File: src/sv/tpt_pkg.sv
`default_nettype none
package tpt_pkg;

  // table geometry
  localparam int SLOT_COUNT = 8;
  localparam int SLOT_W     = $clog2(SLOT_COUNT);

  // command queue between front and back
  localparam int QUEUE_DEPTH = 2;
  localparam int QPTR_W      = $clog2(QUEUE_DEPTH);
  localparam int QCNT_W      = $clog2(QUEUE_DEPTH + 1);

  // frame format
  localparam logic [7:0] HDR_BYTE0     = 8'h1B;
  localparam logic [7:0] HDR_BYTE1     = 8'h39;
  localparam logic [7:0] HDR_BYTE2     = 8'h01;
  localparam logic [3:0] POS_HDR0      = 4'd0;
  localparam logic [3:0] POS_HDR1      = 4'd1;
  localparam logic [3:0] POS_HDR2      = 4'd2;
  localparam logic [3:0] POS_SIGNAL    = 4'd7;
  localparam logic [3:0] POS_BATTERY   = 4'd9;
  localparam logic [3:0] POS_ID_FIRST  = 4'd10;
  localparam logic [3:0] POS_ID_LAST   = 4'd13;
  localparam logic [3:0] MIN_FRAME_LEN = 4'd14;
  localparam logic [3:0] COUNT_MAX     = 4'd15;

  localparam logic [31:0] TIMEOUT_RESET = 32'd5000;

  // input operation codes
  localparam logic [1:0] OP_BYTE  = 2'd0;
  localparam logic [1:0] OP_TICK  = 2'd1;
  localparam logic [1:0] OP_SWEEP = 2'd2;

  // result status codes
  localparam logic [2:0] STAT_UPDATED  = 3'd0;
  localparam logic [2:0] STAT_NEW      = 3'd1;
  localparam logic [2:0] STAT_REJECTED = 3'd2;
  localparam logic [2:0] STAT_FULL     = 3'd3;
  localparam logic [2:0] STAT_SWEEP    = 3'd4;

  typedef enum logic [1:0] {
    CMD_FRAME_OK,
    CMD_FRAME_BAD,
    CMD_SWEEP
  } cmd_kind_t;

  // one classified command for the table engine
  typedef struct packed {
    cmd_kind_t   kind;
    logic [31:0] id;
    logic [7:0]  sig;
    logic [7:0]  bat;
    logic [31:0] tick;
  } cmd_t;

endpackage
`default_nettype wire

File: src/sv/tpt_front.sv
`default_nettype none
module tpt_front
  import tpt_pkg::*;
(
  input  wire logic       clk,
  input  wire logic       rst_n,
  input  wire logic       in_valid,
  output logic            in_ready,
  input  wire logic [1:0] in_operation,
  input  wire logic [7:0] in_frame_byte,
  input  wire logic       in_frame_end,
  input  wire logic       q_full,
  output logic            q_push,
  output cmd_t            q_cmd
);

  logic [3:0]  byte_count_r, byte_count_nxt;
  logic        header_ok_r, header_ok_nxt;
  logic [7:0]  rx_signal_r, rx_signal_nxt;
  logic [7:0]  rx_battery_r, rx_battery_nxt;
  logic [31:0] rx_id_r, rx_id_nxt;
  logic [31:0] tick_r;
  logic        accept;

  assign in_ready = !q_full;
  assign accept   = in_valid && in_ready;

  // byte capture and header check
  always_comb begin
    byte_count_nxt = byte_count_r;
    header_ok_nxt  = header_ok_r;
    rx_signal_nxt  = rx_signal_r;
    rx_battery_nxt = rx_battery_r;
    rx_id_nxt      = rx_id_r;
    if (byte_count_r == POS_HDR0 && in_frame_byte != HDR_BYTE0) header_ok_nxt = 1'b0;
    if (byte_count_r == POS_HDR1 && in_frame_byte != HDR_BYTE1) header_ok_nxt = 1'b0;
    if (byte_count_r == POS_HDR2 && in_frame_byte != HDR_BYTE2) header_ok_nxt = 1'b0;
    if (byte_count_r == POS_SIGNAL) rx_signal_nxt = in_frame_byte;
    if (byte_count_r == POS_BATTERY) rx_battery_nxt = in_frame_byte;
    if (byte_count_r >= POS_ID_FIRST && byte_count_r <= POS_ID_LAST) begin
      rx_id_nxt = {rx_id_r[23:0], in_frame_byte};
    end
    if (byte_count_r < COUNT_MAX) byte_count_nxt = byte_count_r + 4'd1;
  end

  // classify into a queue command
  always_comb begin
    q_push     = 1'b0;
    q_cmd.kind = CMD_SWEEP;
    q_cmd.id   = rx_id_nxt;
    q_cmd.sig  = rx_signal_nxt;
    q_cmd.bat  = rx_battery_nxt;
    q_cmd.tick = tick_r;
    if (accept) begin
      case (in_operation)
        OP_BYTE: begin
          if (in_frame_end) begin
            q_push = 1'b1;
            if (byte_count_nxt >= MIN_FRAME_LEN && header_ok_nxt) begin
              q_cmd.kind = CMD_FRAME_OK;
            end else begin
              q_cmd.kind = CMD_FRAME_BAD;
            end
          end
        end
        OP_SWEEP: q_push = 1'b1;
        default: q_push = 1'b0;
      endcase
    end
  end

  // capture state and time base
  always_ff @(posedge clk) begin
    if (!rst_n) begin
      byte_count_r <= '0;
      header_ok_r  <= 1'b1;
      rx_signal_r  <= '0;
      rx_battery_r <= '0;
      rx_id_r      <= '0;
      tick_r       <= '0;
    end else if (accept) begin
      case (in_operation)
        OP_BYTE: begin
          if (in_frame_end) begin
            byte_count_r <= '0;
            header_ok_r  <= 1'b1;
            rx_signal_r  <= '0;
            rx_battery_r <= '0;
            rx_id_r      <= '0;
          end else begin
            byte_count_r <= byte_count_nxt;
            header_ok_r  <= header_ok_nxt;
            rx_signal_r  <= rx_signal_nxt;
            rx_battery_r <= rx_battery_nxt;
            rx_id_r      <= rx_id_nxt;
          end
        end
        OP_TICK: tick_r <= tick_r + 32'd1;
        default: tick_r <= tick_r;
      endcase
    end
  end

endmodule
`default_nettype wire

File: src/sv/tpt_fifo.sv
`default_nettype none
module tpt_fifo
  import tpt_pkg::*;
(
  input  wire logic clk,
  input  wire logic rst_n,
  input  wire logic push,
  input  wire cmd_t push_data,
  output logic      full,
  input  wire logic pop,
  output cmd_t      pop_data,
  output logic      empty
);

  cmd_t              mem_r [QUEUE_DEPTH];
  logic [QPTR_W-1:0] wr_ptr_r;
  logic [QPTR_W-1:0] rd_ptr_r;
  logic [QCNT_W-1:0] count_r;
  logic              do_push;
  logic              do_pop;

  assign full     = (count_r == QCNT_W'(QUEUE_DEPTH));
  assign empty    = (count_r == '0);
  assign do_push  = push && !full;
  assign do_pop   = pop && !empty;
  assign pop_data = mem_r[rd_ptr_r];

  // storage
  always_ff @(posedge clk) begin
    if (do_push) mem_r[wr_ptr_r] <= push_data;
  end

  // pointers and fill count
  always_ff @(posedge clk) begin
    if (!rst_n) begin
      wr_ptr_r <= '0;
      rd_ptr_r <= '0;
      count_r  <= '0;
    end else begin
      if (do_push) begin
        wr_ptr_r <= (wr_ptr_r == QPTR_W'(QUEUE_DEPTH - 1)) ? '0 : wr_ptr_r + QPTR_W'(1);
      end
      if (do_pop) begin
        rd_ptr_r <= (rd_ptr_r == QPTR_W'(QUEUE_DEPTH - 1)) ? '0 : rd_ptr_r + QPTR_W'(1);
      end
      case ({do_push, do_pop})
        2'b10:   count_r <= count_r + QCNT_W'(1);
        2'b01:   count_r <= count_r - QCNT_W'(1);
        default: count_r <= count_r;
      endcase
    end
  end

endmodule
`default_nettype wire

File: src/sv/tpt_back.sv
`default_nettype none
module tpt_back
  import tpt_pkg::*;
(
  input  wire logic              clk,
  input  wire logic              rst_n,
  input  wire logic              cfg_we,
  input  wire logic [31:0]       cfg_wdata,
  input  wire logic              q_empty,
  input  wire cmd_t              q_cmd,
  output logic                   q_pop,
  output logic                   out_valid,
  input  wire logic              out_ready,
  output logic [2:0]             out_status,
  output logic [SLOT_W-1:0]      out_slot,
  output logic                   out_slot_valid,
  output logic [31:0]            out_tag_id,
  output logic [7:0]             out_signal_level,
  output logic [7:0]             out_battery_level,
  output logic                   out_went_offline,
  output logic [SLOT_COUNT-1:0]  out_valid_map,
  output logic                   out_last_row
);

  typedef enum logic {
    ST_IDLE,
    ST_EMIT
  } state_t;

  state_t                state_r;
  logic [SLOT_W-1:0]     row_r;
  logic [2:0]            status_r;
  logic [SLOT_COUNT-1:0] valid_r;
  logic [SLOT_COUNT-1:0] removed_r;
  logic [31:0]           timeout_r;
  logic [31:0]           ids_r  [SLOT_COUNT];
  logic [7:0]            sigs_r [SLOT_COUNT];
  logic [7:0]            bats_r [SLOT_COUNT];
  logic [31:0]           seen_r [SLOT_COUNT];

  logic                  hit_any;
  logic [SLOT_W-1:0]     hit_idx;
  logic                  free_any;
  logic [SLOT_W-1:0]     free_idx;
  logic [SLOT_COUNT-1:0] stale;
  logic                  row_valid;

  assign q_pop = (state_r == ST_IDLE) && !q_empty;

  // id match and lowest free slot, lowest index wins
  always_comb begin
    hit_any  = 1'b0;
    hit_idx  = '0;
    free_any = 1'b0;
    free_idx = '0;
    for (int i = SLOT_COUNT - 1; i >= 0; i--) begin
      if (valid_r[i] && ids_r[i] == q_cmd.id) begin
        hit_any = 1'b1;
        hit_idx = SLOT_W'(i);
      end
      if (!valid_r[i]) begin
        free_any = 1'b1;
        free_idx = SLOT_W'(i);
      end
    end
  end

  // per-slot age check, wrapping difference
  always_comb begin
    for (int i = 0; i < SLOT_COUNT; i++) begin
      stale[i] = valid_r[i] && ((q_cmd.tick - seen_r[i]) > timeout_r);
    end
  end

  // timeout register
  always_ff @(posedge clk) begin
    if (!rst_n) begin
      timeout_r <= TIMEOUT_RESET;
    end else if (cfg_we) begin
      timeout_r <= cfg_wdata;
    end
  end

  // command execution and row sequencing
  always_ff @(posedge clk) begin
    if (!rst_n) begin
      state_r   <= ST_IDLE;
      row_r     <= '0;
      status_r  <= STAT_REJECTED;
      valid_r   <= '0;
      removed_r <= '0;
    end else begin
      case (state_r)
        ST_IDLE: begin
          if (!q_empty) begin
            state_r   <= ST_EMIT;
            row_r     <= '0;
            removed_r <= '0;
            case (q_cmd.kind)
              CMD_FRAME_OK: begin
                if (hit_any) begin
                  status_r        <= STAT_UPDATED;
                  sigs_r[hit_idx] <= q_cmd.sig;
                  bats_r[hit_idx] <= q_cmd.bat;
                  seen_r[hit_idx] <= q_cmd.tick;
                end else if (free_any) begin
                  status_r          <= STAT_NEW;
                  valid_r[free_idx] <= 1'b1;
                  ids_r[free_idx]   <= q_cmd.id;
                  sigs_r[free_idx]  <= q_cmd.sig;
                  bats_r[free_idx]  <= q_cmd.bat;
                  seen_r[free_idx]  <= q_cmd.tick;
                end else begin
                  status_r <= STAT_FULL;
                end
              end
              CMD_SWEEP: begin
                status_r  <= STAT_SWEEP;
                valid_r   <= valid_r & ~stale;
                removed_r <= stale;
              end
              default: status_r <= STAT_REJECTED;
            endcase
          end
        end
        ST_EMIT: begin
          if (out_ready) begin
            if (row_r == SLOT_W'(SLOT_COUNT - 1)) begin
              state_r <= ST_IDLE;
            end else begin
              row_r <= row_r + SLOT_W'(1);
            end
          end
        end
        default: state_r <= ST_IDLE;
      endcase
    end
  end

  // row image, empty slots read zero id, signal and battery levels
  assign row_valid         = valid_r[row_r];
  assign out_valid         = (state_r == ST_EMIT);
  assign out_status        = status_r;
  assign out_slot          = row_r;
  assign out_slot_valid    = row_valid;
  assign out_tag_id        = row_valid ? ids_r[row_r] : '0;
  assign out_signal_level  = row_valid ? sigs_r[row_r] : '0;
  assign out_battery_level = row_valid ? bats_r[row_r] : '0;
  assign out_went_offline  = removed_r[row_r];
  assign out_valid_map     = valid_r;
  assign out_last_row      = (row_r == SLOT_W'(SLOT_COUNT - 1));

endmodule
`default_nettype wire

File: src/sv/tag_presence_table.sv
// output: a frame end or sweep transaction passes through the command queue
// and the table update before its first row, then one row per cycle while
// out_ready is high. The table engine takes no new command until its 8th row
// is taken; the queue holds up to 2 commands and input waits while it is full.
// reset: synchronous active-low; clears table valid bits, capture state, tick
// count and queue, and loads the offline timeout with 5000.
`default_nettype none
module tag_presence_table
  import tpt_pkg::*;
(
  input  wire logic        clk,
  input  wire logic        rst_n,
  input  wire logic        cfg_we,
  input  wire logic [31:0] cfg_wdata,
  input  wire logic        in_valid,
  output logic             in_ready,
  input  wire logic [1:0]  in_operation,
  input  wire logic [7:0]  in_frame_byte,
  input  wire logic        in_frame_end,
  output logic             out_valid,
  input  wire logic        out_ready,
  output logic [2:0]       out_status,
  output logic [2:0]       out_slot,
  output logic             out_slot_valid,
  output logic [31:0]      out_tag_id,
  output logic [7:0]       out_signal_level,
  output logic [7:0]       out_battery_level,
  output logic             out_went_offline,
  output logic [7:0]       out_valid_map,
  output logic             out_last_row
);

  logic q_full;
  logic q_push;
  logic q_empty;
  logic q_pop;
  cmd_t q_in;
  cmd_t q_out;

  // byte capture and classification
  tpt_front u_front (
    .clk           (clk),
    .rst_n         (rst_n),
    .in_valid      (in_valid),
    .in_ready      (in_ready),
    .in_operation  (in_operation),
    .in_frame_byte (in_frame_byte),
    .in_frame_end  (in_frame_end),
    .q_full        (q_full),
    .q_push        (q_push),
    .q_cmd         (q_in)
  );

  // command queue
  tpt_fifo u_fifo (
    .clk       (clk),
    .rst_n     (rst_n),
    .push      (q_push),
    .push_data (q_in),
    .full      (q_full),
    .pop       (q_pop),
    .pop_data  (q_out),
    .empty     (q_empty)
  );

  // table update and row output
  tpt_back u_back (
    .clk               (clk),
    .rst_n             (rst_n),
    .cfg_we            (cfg_we),
    .cfg_wdata         (cfg_wdata),
    .q_empty           (q_empty),
    .q_cmd             (q_out),
    .q_pop             (q_pop),
    .out_valid         (out_valid),
    .out_ready         (out_ready),
    .out_status        (out_status),
    .out_slot          (out_slot),
    .out_slot_valid    (out_slot_valid),
    .out_tag_id        (out_tag_id),
    .out_signal_level  (out_signal_level),
    .out_battery_level (out_battery_level),
    .out_went_offline  (out_went_offline),
    .out_valid_map     (out_valid_map),
    .out_last_row      (out_last_row)
  );

endmodule
`default_nettype wire
File: config.mk
export PLATFORM = sky130hd
export DESIGN_NAME = tag_presence_table
export DESIGN_NICKNAME = d
export VERILOG_FILES = /design/src/sv/tpt_pkg.sv /design/src/sv/tpt_front.sv /design/src/sv/tpt_fifo.sv /design/src/sv/tpt_back.sv /design/src/sv/tag_presence_table.sv
export SDC_FILE = /design/constraint.sdc
export NUM_CORES = 2
export LEC_CHECK = 0
export ABC_AREA = 1
export BUFFER_PORTS_ARGS = -buffer_cell sky130_fd_sc_hd__buf_2
export CORE_UTILIZATION = 30
export DETAILED_ROUTE_END_ITERATION = 7
export SYNTH_ARGS = -nofsm -noshare
export SYNTH_HDL_FRONTEND = slang
export SYNTH_SLANG_ARGS = --single-unit
File: constraint.sdc
create_clock -name clk -period 6.98 [get_ports clk]
set_clock_uncertainty 0.05 [all_clocks]
set_input_delay 0.698 -clock clk [delete_from_list [all_inputs] [get_ports clk]]
set_output_delay 0.698 -clock clk [all_outputs]
set_load 0.005 [all_outputs]
==> parameters.txt <==
Parameter                              Value

Outcome
  Result of the run ... finished, final reports clean

Global route
  First-pass GRT wire length ... 317 mm
  Initial antenna violation count ... 16
  Pin count of the biggest net entering global routing ... 115
  Overflow left after global routing ... 0
  Aggregate global-route resource usage ... 21.5%
  Via count of the first global-routing pass ... 48000

Clock tree
  Number of buffers added to fix hold violations after cts ... 0
  Deepest clock path buffer count ... 3
  Clock net sink count ... 952
  TritonCTS clock tree ... yes
  TritonCTS buffer count ... 110
  Clock root buffer ... sky130_fd_sc_hd__clkbuf_16
  Clock-pin slew on the worst setup and hold paths ... 60 ps
  Clock latency of the later-clocked register in the worst-skew pair ... 800 ps
  # H-tree levels ... 3
  Number of setup buffers added after CTS ... 0
  Total of cells resized after clock tree synthesis ... 0

Critical path
  Launching element type of the critical path ... flop
  Type of the worst setup path ... flop to flop
  Crit path max-delay family ... compound AO/OA/AOI/OAI gates
  Most prevalent standard cell on the critical path ... sky130_fd_sc_hd__nand2_1
  Required time of the worst setup path ... 7560 ps
  Maximum fanout count along the critical path ... 27
  Element type at the critical path end ... flop
  Maximum single-stage delay on the critical path ... 620 ps
  Worst path bufs/invs ... 6
  Critical-path top delay cell ... sky130_fd_sc_hd__a21boi_0
  Arrival time of data at the critical path endpoint ... 6760 ps

Synth
  Post-synthesis cell type with the largest combined area ... sky130_fd_sc_hd__edfxtp_1
  Synth Cell Area ... 59300 µm²
  Mean cell area of the mapped netlist ... 8.65 µm²
  Top-count cell post-synth ... sky130_fd_sc_hd__nand2_1
  Number of enable flip-flop cells after synthesis ... 804
  Share of the synthesized area in the top cell type ... 40.7%
  Commonest cells post-synth ... 1343 x sky130_fd_sc_hd__nand2_1, 1003 x sky130_fd_sc_hd__inv_1, 804 x sky130_fd_sc_hd__edfxtp_1
  Synth top area cells ... sky130_fd_sc_hd__edfxtp_1 41%, sky130_fd_sc_hd__ha_1 11%, sky130_fd_sc_hd__nand2_1 8.5%
  Share of async-settable or async-resettable flops after synthesis ... 0%
  Number of synthesized register bits ... 952
  Most used DFF post-synth ... sky130_fd_sc_hd__edfxtp_1
  Post-synthesis cell count ... 6858
  Post-synthesis sequential area ratio ... 45.7%
  Warnings from Yosys ... 0
  Syn nets ... 7436
  Number of library cell types mapped by synthesis ... 60

STA
  Total setup violations reported at the end of the flow ... 0
  Setup repair after global routing missed its margin ... no
  Final hold violations ... 0
  Worst-case hold slack ... 118 ps
  Final-report max-slew violation count ... 0
  Worst-Margin Slew ... 1300 ps
  Max-slew headroom ... 13.4%
  Share of the clock period used by the worst path after layout ... 88.5%
  Minimum clock period after layout ... 6170 ps
  Setup TNS ... 0 ps
  Max Clock Freq ... 0.162 GHz

Power and ir drop
  Maximum vdd drop ... 0.216 mV
  Total power per unit cell area ... 305 nW/µm²
  Leakage power ... 28.8 nW

Die
  Width of the die ... 447 µm
  Core Box Area ... 196000 µm²
  Count of standard-cell rows ... 162
  Number of primary I/O pins ... 115
  Die ar. ... 199000 µm²
  Die Height ... 447 µm
  Effective utilization at floorplan ... 30.3%

Placement
  Placement Cell Area ... 63500 µm²
  Final weighted congestion in routability-driven placement ... 0.988
  Count of buffers from port buffering ... 114
  Detailed-placement wirelength estimate ... 159 mm

Finish
  Net count reported at finish ... 7611
  Fraction of final layout cells sized beyond drive strength 1 ... 7.03%
  Final instance area ... 67300 µm²
  Synthesis-to-finish area growth ... 13.4%

Route
  WL per Instance ... 22.3 µm
  Average vias per placed instance ... 5.12
  Length of the first detailed-routing pass in iterations ... 8
  DRC violation total after the first TritonRoute iteration ... 4484
  Total routed wirelength ... 218 mm
  DRC violation count after routing ... 0
  ANT nets after route ... 0
  Total number of vias ... 49900

Run
  Max-cap violation count ... 0

Worst hold path
  Hold/Removal Path Class ... input port to flop
==> sequential cells by signal, summed over array words and instances (netlist names), named ones only <==
register / flops
u_back.out_slot: 3
u_front.header_ok_r: 1
u_fifo.wr_ptr_r: 1
u_back.timeout_r: 32
u_front.rx_battery_r: 8
u_fifo.mem_r: 164
u_back.out_valid: 1
u_back.ids_r: 256
u_front.rx_id_r: 32
u_back.out_status: 3
u_fifo.rd_ptr_r: 1
u_front.byte_count_r: 4
u_front.tick_r: 32
u_back.sigs_r: 64
u_back.seen_r: 256
u_fifo.count_r: 2
u_front.rx_signal_r: 8
u_back.removed_r: 8
u_back.bats_r: 64
u_back.out_valid_map: 8
==> final timing paths <==
kind / startpoint / to / slack (ps) / cells past startpoint
max: flop / u_back.out_valid_map[0] / 810 / 29
max reg2reg: flop / u_back.out_valid_map[0] / 810 / 29
min reg2reg: u_front.rx_id_r[2] / u_front.rx_id_r[2] / 410 / 2
min: cfg_wdata[3] / u_back.timeout_r[3] / 120 / 3
==> power breakdown <==
part | switching (mW) | internal (mW)
Combinational | 5.38 | 2.51
Sequential | 0.115 | 6.51
Clock | 2.56 | 3.47
==> through the flow <==
stage,utilization [%],instances,setup WS (ps),power [mW]
after floorplan,-,6858,1640,11.8
after global placement,32.5,9545,849,14.4
after detailed placement,32.5,9545,816,14.5
after CTS,34.4,9754,821,20.6
after global routing,34.4,9754,190,21.7
final,34.4,9756,806,20.5
==> cell families (layout without fill, tap and decap cells) <==
kind of cell | count (synthesis) | in the layout | share of synthesized area, %
and+or+nand+nor | 2327 | 2327 | 16.5
xor gates and xnor gates | 300 | 300 | 4.43
buffers and inverters | 1165 | 1437 | 7.54
adders and majority gates | 530 | 530 | 11.3
AOI/OAI and AO/OA | 1582 | 1582 | 14.5
other | 0 | 2 | 0
DFF | 952 | 952 | 45.7
muxes | 2 | 2 | 0.0359
==> area by class of cell <==
| type | count | area (µm²) |
|---|---|---|
| Timing Repair Buffer | 211 | 1400 |
| Clock buffer | 144 | 2970 |
| Multi-Input combinational cell | 4741 | 27900 |
| Antenna cell | 2 | 5.00 |
| Fill cell | 20100 | 128000 |
| Clock inverter | 65 | 791 |
| Inverter | 1017 | 3820 |
| Sequential cell | 952 | 27100 |
| Tap cell | 2624 | 3280 |
==> routing by layer <==
metal	share of wire, %	global-route usage, %	vias up
met3	6.1	2.83	420
met5	0.011	0	-
met1	41	26.8	23900
met2	47	35.9	1847
li1	-	-	23800
met4	6.1	11.7	4
==> layout by cell type, fill, tap and decap left out, drive strengths merged, types with 2 or more instances in the layout <==
master,synthesis,final
o221a,2,2
o21ai,558,558
clkbuf,119,144
xnor2,100,100
ha,522,522
inv,1014,1021
o2111ai,9,9
fa,8,8
o31ai,9,9
or2,12,12
diode,0,2
nand4,89,89
o221ai,11,11
nor3,70,70
a211oi,16,16
clkinvlp,0,5
o211ai,9,9
nand3b,4,4
clkinv,3,44
nand3,225,225
nor4,22,22
bufinv,0,12
o21a,24,24
or3,2,2
nand2,1404,1404
nor2,490,490
buf,29,211
xor2,200,200
dfxtp,148,148
and2,3,3
and3,5,5
a221oi,20,20
a21o,16,16
a31oi,73,73
a21oi,724,724
a21boi,40,40
o21bai,17,17
o22ai,50,50
edfxtp,804,804
==> worst min-delay path, stage by stage <==
cell,delay (ps)
sky130_fd_sc_hd__buf_2,70
sky130_fd_sc_hd__a21oi_1,50
sky130_fd_sc_hd__o21ai_0,60
No activity file was read; power rests on OpenSTA's default activity.
